## src/design/assert_macros.svh

```systemverilog
// ----------------------------------------------------------------------------
// Assertion macros
// Shared concurrent assertion wrappers; empty bodies when SYNTH is defined.
// ----------------------------------------------------------------------------
`ifndef ASSERT_MACROS_SVH
`define ASSERT_MACROS_SVH

`ifndef SYNTH
// Check that a property holds at every clock edge outside reset
`define PIF_ASSERT(name, clk, rstn, prop, msg) \
	name: assert property (@(posedge clk) disable iff (!rstn) prop) else $error(msg);
// Check that a condition never holds at a clock edge outside reset
`define PIF_NEVER(name, clk, rstn, expr, msg) \
	name: assert property (@(posedge clk) disable iff (!rstn) !(expr)) else $error(msg);
`else
`define PIF_ASSERT(name, clk, rstn, prop, msg)
`define PIF_NEVER(name, clk, rstn, expr, msg)
`endif

`endif

```

## src/design/pif_pkg.sv

```systemverilog
// ----------------------------------------------------------------------------
// pif_pkg
// Types and constants shared by the padded integer formatter modules.
// ----------------------------------------------------------------------------
package pif_pkg;

	// Field widths fixed by the interface
	localparam int VALUE_W     = 32;
	localparam int FWIDTH_W    = 6;
	localparam int JOB_WIDTH_W = 7;

	// Parameter defaults
	localparam int VALUE_BITS_DEF = 32;
	localparam int MAX_WIDTH_DEF  = 32;

	// Queue between front and back
	localparam int QUEUE_DEPTH = 2;

	// Digit arithmetic
	localparam int DEC_BASE = 10;

	// ASCII codes
	localparam logic [7:0] CH_ZERO  = 8'h30;
	localparam logic [7:0] CH_MINUS = 8'h2D;
	localparam logic [7:0] CH_SPACE = 8'h20;
	localparam logic [7:0] CH_LOWER = 8'h61;
	localparam logic [7:0] CH_UPPER = 8'h41;

	// Input item
	typedef struct packed {
		logic [VALUE_W-1:0]  value;
		logic                base_hex;
		logic                signed_mode;
		logic [FWIDTH_W-1:0] field_width;
		logic [1:0]          pad_mode;
		logic                upper_case;
	} pif_in_t;

	// Result item
	typedef struct packed {
		logic [7:0] out_char;
		logic       is_last;
	} pif_out_t;

	// Classified job handed from front to back
	typedef struct packed {
		logic [VALUE_W-1:0]     mag;
		logic [JOB_WIDTH_W-1:0] width;
		logic                   neg;
		logic                   hex;
		logic                   left;
		logic                   zfill;
		logic                   upper;
	} pif_job_t;

	// Queue status
	typedef struct packed {
		logic full;
		logic empty;
	} pif_qstat_t;

	// Back-end sequencer states
	typedef enum logic [2:0] {
		ST_IDLE,
		ST_MUL,
		ST_FIX,
		ST_HEX,
		ST_LAYOUT,
		ST_EMIT
	} pif_state_t;

endpackage

```

## src/design/pif_front.sv

```systemverilog
// ----------------------------------------------------------------------------
// pif_front
// Accepts input items and classifies them: sign, magnitude, width, fill.
// ----------------------------------------------------------------------------
module pif_front #(
	parameter int VALUE_BITS = pif_pkg::VALUE_BITS_DEF,
	parameter int MAX_WIDTH  = pif_pkg::MAX_WIDTH_DEF
) (
	input  logic                start,
	input  pif_pkg::pif_in_t    item,
	input  pif_pkg::pif_qstat_t qstat,
	output logic                busy,
	output logic                push,
	output pif_pkg::pif_job_t   job
);

	localparam int MAG_BITS = (VALUE_BITS < pif_pkg::VALUE_W) ? VALUE_BITS : pif_pkg::VALUE_W;
	localparam logic SIGN_ON = (VALUE_BITS <= pif_pkg::VALUE_W);
	localparam logic [pif_pkg::JOB_WIDTH_W-1:0] WMAX = pif_pkg::JOB_WIDTH_W'(MAX_WIDTH);

	logic [MAG_BITS-1:0]             v;
	logic                            neg;
	logic [MAG_BITS-1:0]             mag;
	logic [pif_pkg::JOB_WIDTH_W-1:0] fw;

	// Hold off new transactions while the queue is full
	assign busy = qstat.full;
	assign push = start && !busy;

	// Classify the item
	always_comb begin
		v   = item.value[MAG_BITS-1:0];
		neg = SIGN_ON && !item.base_hex && item.signed_mode && v[MAG_BITS-1];
		mag = neg ? (MAG_BITS'(0) - v) : v;
		fw  = pif_pkg::JOB_WIDTH_W'(item.field_width);
		job.mag   = pif_pkg::VALUE_W'(mag);
		job.width = (fw > WMAX) ? WMAX : fw;
		job.neg   = neg;
		job.hex   = item.base_hex;
		job.left  = item.pad_mode[0];
		job.zfill = item.pad_mode[1] && !item.pad_mode[0];
		job.upper = item.upper_case;
	end

endmodule

```

## src/design/pif_queue.sv

```systemverilog
// ----------------------------------------------------------------------------
// pif_queue
// Short job queue decoupling the front classifier from the back sequencer.
// ----------------------------------------------------------------------------
`include "assert_macros.svh"

module pif_queue (
	input  logic                clk,
	input  logic                arst_n,
	input  logic                push,
	input  pif_pkg::pif_job_t   push_data,
	input  logic                pop,
	output pif_pkg::pif_job_t   pop_data,
	output pif_pkg::pif_qstat_t qstat
);

	localparam int PTR_W = $clog2(pif_pkg::QUEUE_DEPTH);
	localparam int CNT_W = $clog2(pif_pkg::QUEUE_DEPTH + 1);

	pif_pkg::pif_job_t slot_q [pif_pkg::QUEUE_DEPTH];
	logic [PTR_W-1:0]  wr_q;
	logic [PTR_W-1:0]  rd_q;
	logic [CNT_W-1:0]  cnt_q;

	assign qstat.full  = (cnt_q == CNT_W'(pif_pkg::QUEUE_DEPTH));
	assign qstat.empty = (cnt_q == '0);
	assign pop_data    = slot_q[rd_q];

	// Advance pointers and count
	always_ff @(posedge clk or negedge arst_n) begin
		if (!arst_n) begin
			wr_q  <= '0;
			rd_q  <= '0;
			cnt_q <= '0;
		end else begin
			if (push) begin
				wr_q <= (wr_q == PTR_W'(pif_pkg::QUEUE_DEPTH - 1)) ? '0 : wr_q + 1'b1;
			end
			if (pop) begin
				rd_q <= (rd_q == PTR_W'(pif_pkg::QUEUE_DEPTH - 1)) ? '0 : rd_q + 1'b1;
			end
			if (push && !pop) begin
				cnt_q <= cnt_q + 1'b1;
			end else if (pop && !push) begin
				cnt_q <= cnt_q - 1'b1;
			end
		end
	end

	// Store the pushed job
	always_ff @(posedge clk) begin
		if (push) begin
			slot_q[wr_q] <= push_data;
		end
	end

	`PIF_NEVER(a_push_full, clk, arst_n, push && qstat.full, "push into full queue")
	`PIF_NEVER(a_pop_empty, clk, arst_n, pop && qstat.empty, "pop from empty queue")
	`PIF_ASSERT(a_cnt_range, clk, arst_n, cnt_q <= CNT_W'(pif_pkg::QUEUE_DEPTH), "count overrun")

endmodule

```

## src/design/pif_back.sv

```systemverilog
// ----------------------------------------------------------------------------
// pif_back
// Converts a job to digits (divide by ten or nibble split) and emits the
// padded field one character per cycle.
// ----------------------------------------------------------------------------
`include "assert_macros.svh"

module pif_back #(
	parameter int VALUE_BITS = pif_pkg::VALUE_BITS_DEF,
	parameter int MAX_WIDTH  = pif_pkg::MAX_WIDTH_DEF
) (
	input  logic                clk,
	input  logic                arst_n,
	input  pif_pkg::pif_qstat_t qstat,
	input  pif_pkg::pif_job_t   pop_data,
	output logic                pop,
	output logic                strobe,
	output pif_pkg::pif_out_t   result
);

	localparam int MAG_BITS  = (VALUE_BITS < pif_pkg::VALUE_W) ? VALUE_BITS : pif_pkg::VALUE_W;
	localparam int DIGITS    = (MAG_BITS * 31) / 100 + 1;
	localparam int DIG_IDX   = $clog2(DIGITS);
	localparam int ND_BITS   = $clog2(DIGITS + 1);
	localparam int LINE_BITS = $clog2(MAX_WIDTH + DIGITS + 2);
	localparam int PROD_W    = 2 * MAG_BITS;
	localparam int SHIFT     = MAG_BITS + 3;
	localparam logic [MAG_BITS+3:0] POW = {1'b1, {(MAG_BITS + 3){1'b0}}};
	localparam logic [MAG_BITS+3:0] RECIP_FULL = POW / pif_pkg::DEC_BASE;
	localparam logic [MAG_BITS-1:0] RECIP = RECIP_FULL[MAG_BITS-1:0];
	localparam logic [MAG_BITS-1:0] TEN = MAG_BITS'(pif_pkg::DEC_BASE);

	pif_pkg::pif_state_t state_q, state_d;

	pif_pkg::pif_job_t    job_q;
	logic [MAG_BITS-1:0]  mag_q;
	logic [PROD_W-1:0]    prod_q;
	logic [ND_BITS-1:0]   nd_q;
	logic [3:0]           dig_q [DIGITS];
	logic [LINE_BITS-1:0] b1_q, b2_q, b3_q, b4_q, total_q, pos_q;

	logic [MAG_BITS-1:0]  q0, r0, q_fix, r_fix;
	logic [MAG_BITS-1:0]  mag_shr;
	logic [LINE_BITS-1:0] len, wid, excess, lay_b1, lay_b2, lay_b3, lay_b4, lay_total;
	logic                 wide;
	logic [LINE_BITS-1:0] dig_pos;
	logic [3:0]           dsel;
	logic                 last;

	// Divide-by-ten correction step
	always_comb begin
		q0    = MAG_BITS'(prod_q[PROD_W-1:SHIFT]);
		r0    = mag_q - ((q0 << 3) + (q0 << 1));
		q_fix = (r0 >= TEN) ? q0 + 1'b1 : q0;
		r_fix = (r0 >= TEN) ? r0 - TEN : r0;
	end

	assign mag_shr = mag_q >> 4;

	// Field layout from digit count, sign, width and fill
	always_comb begin
		len    = LINE_BITS'(nd_q) + LINE_BITS'(job_q.neg);
		wid    = LINE_BITS'(job_q.width);
		wide   = wid > len;
		excess = wide ? wid - len : '0;
		lay_b1 = LINE_BITS'(job_q.neg && (job_q.zfill || job_q.left || !wide));
		lay_b2 = lay_b1 + (job_q.left ? '0 : excess);
		lay_b3 = lay_b2 + LINE_BITS'(job_q.neg && !job_q.zfill && !job_q.left && wide);
		lay_b4 = lay_b3 + LINE_BITS'(nd_q);
		lay_total = lay_b4 + (job_q.left ? excess : '0);
	end

	// Select the character at the current position
	always_comb begin
		dig_pos = b4_q - 1'b1 - pos_q;
		dsel    = dig_q[dig_pos[DIG_IDX-1:0]];
		last    = (pos_q == total_q - 1'b1);
		result.is_last = last;
		if (pos_q < b1_q) begin
			result.out_char = pif_pkg::CH_MINUS;
		end else if (pos_q < b2_q) begin
			result.out_char = job_q.zfill ? pif_pkg::CH_ZERO : pif_pkg::CH_SPACE;
		end else if (pos_q < b3_q) begin
			result.out_char = pif_pkg::CH_MINUS;
		end else if (pos_q < b4_q) begin
			if (dsel < 4'(pif_pkg::DEC_BASE)) begin
				result.out_char = pif_pkg::CH_ZERO + 8'(dsel);
			end else begin
				result.out_char = (job_q.upper ? pif_pkg::CH_UPPER : pif_pkg::CH_LOWER)
					+ 8'(dsel) - 8'(pif_pkg::DEC_BASE);
			end
		end else begin
			result.out_char = pif_pkg::CH_SPACE;
		end
	end

	// Hold the sequencer state
	always_ff @(posedge clk or negedge arst_n) begin
		if (!arst_n) begin
			state_q <= pif_pkg::ST_IDLE;
		end else begin
			state_q <= state_d;
		end
	end

	// Next state and handshake outputs
	always_comb begin
		state_d = state_q;
		pop     = 1'b0;
		strobe  = 1'b0;
		unique case (state_q)
			pif_pkg::ST_IDLE: begin
				if (!qstat.empty) begin
					pop     = 1'b1;
					state_d = pop_data.hex ? pif_pkg::ST_HEX : pif_pkg::ST_MUL;
				end
			end
			pif_pkg::ST_MUL: begin
				state_d = pif_pkg::ST_FIX;
			end
			pif_pkg::ST_FIX: begin
				state_d = (q_fix == '0) ? pif_pkg::ST_LAYOUT : pif_pkg::ST_MUL;
			end
			pif_pkg::ST_HEX: begin
				if (mag_shr == '0) begin
					state_d = pif_pkg::ST_LAYOUT;
				end
			end
			pif_pkg::ST_LAYOUT: begin
				state_d = pif_pkg::ST_EMIT;
			end
			pif_pkg::ST_EMIT: begin
				strobe = 1'b1;
				if (last) begin
					state_d = pif_pkg::ST_IDLE;
				end
			end
			default: begin
				state_d = pif_pkg::ST_IDLE;
			end
		endcase
	end

	// Datapath: load, digit steps, layout, emit position
	always_ff @(posedge clk) begin
		unique case (state_q)
			pif_pkg::ST_IDLE: begin
				job_q <= pop_data;
				mag_q <= pop_data.mag[MAG_BITS-1:0];
				nd_q  <= '0;
			end
			pif_pkg::ST_MUL: begin
				prod_q <= PROD_W'(mag_q) * PROD_W'(RECIP);
			end
			pif_pkg::ST_FIX: begin
				dig_q[nd_q[DIG_IDX-1:0]] <= r_fix[3:0];
				nd_q  <= nd_q + 1'b1;
				mag_q <= q_fix;
			end
			pif_pkg::ST_HEX: begin
				dig_q[nd_q[DIG_IDX-1:0]] <= mag_q[3:0];
				nd_q  <= nd_q + 1'b1;
				mag_q <= mag_shr;
			end
			pif_pkg::ST_LAYOUT: begin
				b1_q    <= lay_b1;
				b2_q    <= lay_b2;
				b3_q    <= lay_b3;
				b4_q    <= lay_b4;
				total_q <= lay_total;
				pos_q   <= '0;
			end
			pif_pkg::ST_EMIT: begin
				pos_q <= pos_q + 1'b1;
			end
			default: begin
				pos_q <= '0;
			end
		endcase
	end

	`PIF_ASSERT(a_last_ends, clk, arst_n, (strobe && result.is_last) |=> !strobe,
		"character after last")
	`PIF_ASSERT(a_no_gap, clk, arst_n, (strobe && !result.is_last) |=> strobe,
		"gap inside a field")
	`PIF_ASSERT(a_digit_room, clk, arst_n,
		(state_q == pif_pkg::ST_FIX || state_q == pif_pkg::ST_HEX) |-> (nd_q < ND_BITS'(DIGITS)),
		"digit buffer overrun")

endmodule

```

## src/design/padded_integer_formatter_unit.sv

```systemverilog
// ----------------------------------------------------------------------------
// padded_integer_formatter_unit
// Formats one integer per transaction as printf-style decimal or hex text,
// padded to a field width, one ASCII character per result.
// ----------------------------------------------------------------------------
//  channel   signals              handshake
//  input     start, busy, item    taken at clk edge with start && !busy
//  output    strobe, result       one character per cycle, no back-pressure
//
//  Steps: an item enters a two-entry job queue. The back end loads it, then
//  makes each decimal digit by a reciprocal multiply and then a correction,
//  or each hex digit by a nibble split, then lays out the field and emits
//  its characters.
//  busy rises only while the job queue is full.
//  Reset clears the queue and the sequencer; no pass over storage is needed.
// ----------------------------------------------------------------------------
module padded_integer_formatter_unit #(
	parameter int VALUE_BITS = pif_pkg::VALUE_BITS_DEF,
	parameter int MAX_WIDTH  = pif_pkg::MAX_WIDTH_DEF
) (
	input  logic              clk,
	input  logic              arst_n,
	input  logic              start,
	input  pif_pkg::pif_in_t  item,
	output logic              busy,
	output logic              strobe,
	output pif_pkg::pif_out_t result
);

	pif_pkg::pif_qstat_t qstat;
	pif_pkg::pif_job_t   push_job;
	pif_pkg::pif_job_t   pop_job;
	logic                push;
	logic                pop;

	// Classify incoming transactions
	pif_front #(
		.VALUE_BITS (VALUE_BITS),
		.MAX_WIDTH  (MAX_WIDTH)
	) u_front (
		.start (start),
		.item  (item),
		.qstat (qstat),
		.busy  (busy),
		.push  (push),
		.job   (push_job)
	);

	// Buffer classified jobs
	pif_queue u_queue (
		.clk       (clk),
		.arst_n    (arst_n),
		.push      (push),
		.push_data (push_job),
		.pop       (pop),
		.pop_data  (pop_job),
		.qstat     (qstat)
	);

	// Generate digits and emit characters
	pif_back #(
		.VALUE_BITS (VALUE_BITS),
		.MAX_WIDTH  (MAX_WIDTH)
	) u_back (
		.clk      (clk),
		.arst_n   (arst_n),
		.qstat    (qstat),
		.pop_data (pop_job),
		.pop      (pop),
		.strobe   (strobe),
		.result   (result)
	);

endmodule
```

## config.mk

```make
export PLATFORM = sky130hd
export DESIGN_NAME = padded_integer_formatter_unit
export DESIGN_NICKNAME = d
export VERILOG_FILES = /design/src/design/pif_pkg.sv /design/src/design/pif_front.sv /design/src/design/pif_queue.sv /design/src/design/pif_back.sv /design/src/design/padded_integer_formatter_unit.sv
export VERILOG_INCLUDE_DIRS = /design/src /design/src/design
export SDC_FILE = /design/constraint.sdc
export NUM_CORES = 2
export LEC_CHECK = 0
export BUFFER_PORTS_ARGS = -buffer_cell sky130_fd_sc_hd__buf_2
export CORE_ASPECT_RATIO = 1.25
export CORE_UTILIZATION = 45
export DETAILED_ROUTE_END_ITERATION = 12
export SLEW_MARGIN = 15
export SYNTH_ARGS = -nofsm -noshare
export SYNTH_HDL_FRONTEND = slang
export SYNTH_SLANG_ARGS = --single-unit
```

## constraint.sdc

```tcl
create_clock -name clk -period 7.85 [get_ports clk]
set_input_delay 0 -clock clk [delete_from_list [all_inputs] [get_ports clk]]
set_output_delay 0 -clock clk [all_outputs]
set_load 0.01 [all_outputs]
```

==> impl_metrics.json <==
{
  "tightestPinTransition_ns": 1.034,
  "pin_count": 57,
  "cpMostUsedCell": "fa_1",
  "hpwlAfterDp_mm": 78.61,
  "cp.required_ns": 8.18,
  "use_met1": 0.3298,
  "grtUsageMet2": 0.4872,
  "post-route-period-util": 0.9703,
  "core_area_sq_um": 68010,
  "r2r_setup_slack_ns": 0.23,
  "worst_r2r_path_depth": 27,
  "grt.busiest_layer": "met2",
  "die_width_um": 236.4,
  "dieHeight_um": 295.0,
  "clkLatencyLatePin_ns": 0.59,
  "hold_class": "input port to flip-flop",
  "clockBufferDepth": 3,
  "whs_path_depth": 2,
  "grt_use_total": 0.2711,
  "clock_sinks": 239,
  "gp_congestion": 0.9905,
  "synth_area_sq_um": 30900,
  "wl_per_cell_um": 21.82,
  "synthTopCellsByArea": "fa_1, edfxtp_1, ha_1",
  "cp_slowest_stage_delay_ns": 0.63,
  "synth_top_area_frac": 0.2702,
  "yosys_warnings": 0,
  "hold_viol": 0,
  "final_cell_area_sq_um": 35640,
  "fmax_mhz": 131.3,
  "yosysMostFrequentCell": "inv_1",
  "via_count": 22260,
  "rows": 107,
  "endpoint_kind": "flip-flop",
  "yosysTopAreaCell": "fa_1",
  "status": "complete, no violations",
  "grt_overflow": 0,
  "nNetsFinal": 4186,
  "slew_viol_final": 0,
  "antenna_found_initial": 1,
  "whs_ns": 0.1824,
  "ant_nets": 0,
  "cpLargestDelayFamily": "adder cells",
  "cp_slowest_cell": "fa_1",
  "drc": 0,
  "port_buffers": 55,
  "pre_cts_slack_ns": -0.2619,
  "synth-edff-count": 232,
  "synth_cell_types": 73,
  "grtUsageMet3": 0.02969,
  "worstHoldEndpoint": "u_queue.slot_q[1][0]$_DFFE_PP_",
  "synth_top_cells_by_count": "inv_1, ha_1, fa_1, edfxtp_1, nor2_1",
  "fillers": 6109,
  "relSlewSlack": 0.3106,
  "start_util": 0.4543,
  "rsz0062_at_grt": "yes",
  "grt_pass1_wl_mm": 141.8,
  "drtPass1Iterations": 5,
  "yosysSeqAreaShare": 0.2311,
  "synth.net_count": 3845,
  "maxCapViolCount": 0,
  "drt_iter0_drc": 1285,
  "avgViaCountPerCell": 5.307,
  "worst-path-buf-inv": 6,
  "worstPathMaxFanout": 6,
  "setup_viol": 0,
  "synthFlopType": "edfxtp_1",
  "ys_ff_latch": 239,
  "regToRegStartpoint": "u_back.mag_q[21]$_DFFE_PP_",
  "htree_levels": 1,
  "diodes": 0,
  "clk_pin_slew_worst_paths_ns": 0.06,
  "synthArstFlopShare": 0.02929,
  "drive_above_1_share": 0.1337,
  "postSynthCellCount": 2960,
  "area_delta_synth_final_pct": 15.36,
  "layout_min_cycle_time_ns": 7.617,
  "root_buffer": "clkbuf_16",
  "startpoint_type": "flip-flop",
  "worst_slack_ns": 0.2329,
  "fin_util": 0.5241,
  "cts_tree": "built",
  "rr_endpoint": "u_back.prod_q[60]$_DFFE_PP_",
  "avgSynthCellArea_sq_um": 10.44,
  "cts_buffers": 27,
  "worstPathArrival_ns": 7.95,
  "placed_area_sq_um": 33890,
  "totalWireLength_mm": 91.50,
  "skew_ns": 0.01631,
  "grt_max_degree": 66,
  "critPathKind": "flip-flop to flip-flop",
  "grt_pass1_vias": 23900,
  "hp-start": "item[0]",
  "die_area_sq_um": 69720
}
cell usage in the layout, fill, tap and decap left out, types with 8 or more instances in the layout:
master / n
inv_2: 9
or3_1: 13
inv_1: 702
o211ai_1: 9
nand3_1: 39
nand2_1: 103
o21a_1: 17
nor2_1: 140
dlygate4sd3_1: 52
mux4_2: 8
clkbuf_16: 27
o22ai_1: 8
buf_2: 55
o21ai_0: 64
a21oi_2: 9
buf_4: 258
xnor2_1: 106
mux2_2: 15
nand4_1: 33
a21oi_1: 106
fa_1: 411
nor3_1: 34
nor4_1: 16
nor2b_1: 28
or4_1: 9
mux2i_1: 47
xor2_1: 57
and3_1: 11
and2_1: 17
a211oi_1: 36
a21o_1: 36
edfxtp_1: 232
ha_1: 418
nand2b_1: 23
metal layers:
layer,routed length [um],vias up
met5,0,-
met4,4309,0
met3,3884,159
met2,47330,532
met1,35980,11160
li1,-,10400
flip-flops by register name, summed over array words and instances, names as in the netlist, 2 cells and up:
name and count:
u_back.nd_q 4, u_back.prod_q 29, u_back.job_q 10, u_back.b2_q 6, u_queue.slot_q 86, u_back.mag_q 32, u_back.b4_q 6, u_queue.cnt_q 2
u_back.pos_q 6, u_back.state_q 3, u_back.b3_q 6, u_back.dig_q 40, u_back.total_q 6
stage by stage:
step	TNS, ns	instances
2_1_floorplan	0	2960
3_3_place_gp	-0.4891	4075
3_5_place_dp	-1.192	4075
4_1_cts	0	4177
5_1_grt	-0.1298	4194
6_report	0	4194
kinds of logic (layout without fill, tap and decap cells):
logic type / count (synthesis) / after routing / synth area share
adder cells (fa/ha/maj): 839 / 839 / 0.4411
buffers and inverters: 766 / 1128 / 0.09378
XOR/XNOR: 163 / 163 / 0.04620
AND/OR/NAND/NOR: 508 / 508 / 0.08245
other: 1 / 1 / 0.0001214
flip-flops: 239 / 239 / 0.2311
AO/OA/AOI/OAI: 373 / 373 / 0.07836
multiplexers: 71 / 71 / 0.02689
final cells by class:
class / instances / area (sq um) / share of cell area
clock inverters: 21 / 249.0 / 0.006985
multi-input cells: 1955 / 21050 / 0.5906
well taps: 872 / 1091 / 0.03061
inverters: 712 / 2673 / 0.07498
repair buffers: 366 / 2753 / 0.07723
clock buffers: 29 / 683.2 / 0.01917
flip-flops and latches: 239 / 7144 / 0.2004
what timing repair did:
action	in CTS	in global routing
endpoints found under the setup margin	13	15
pin swaps	1	44
hold buffers	52	0
buffers inserted	0	17
resized for setup	3	44
endpoints found under the hold margin	93	0
how the worst max path moves through the flow:
stage	to	cells after the start	slack, ns	startpoint
after detailed placement	u_back.prod_q[58]$_DFFE_PP_	28	-0.26	u_back.mag_q[14]$_DFFE_PP_
final	u_back.prod_q[60]$_DFFE_PP_	27	0.23	u_back.mag_q[21]$_DFFE_PP_
after global routing	u_back.prod_q[60]$_DFFE_PP_	28	-0.05	u_back.mag_q[5]$_DFFE_PP_
after CTS	u_back.prod_q[63]$_DFFE_PP_	28	0.004	u_back.mag_q[6]$_DFFE_PP_
after floorplan	u_back.prod_q[63]$_DFFE_PP_	29	0.14	u_back.mag_q[6]$_DFFE_PP_
after global placement	u_back.prod_q[58]$_DFFE_PP_	30	-0.16	u_back.mag_q[27]$_DFFE_PP_
Power is not shown: default switching activity piles up to over one toggle a cycle in this logic, so the estimate is an artifact.
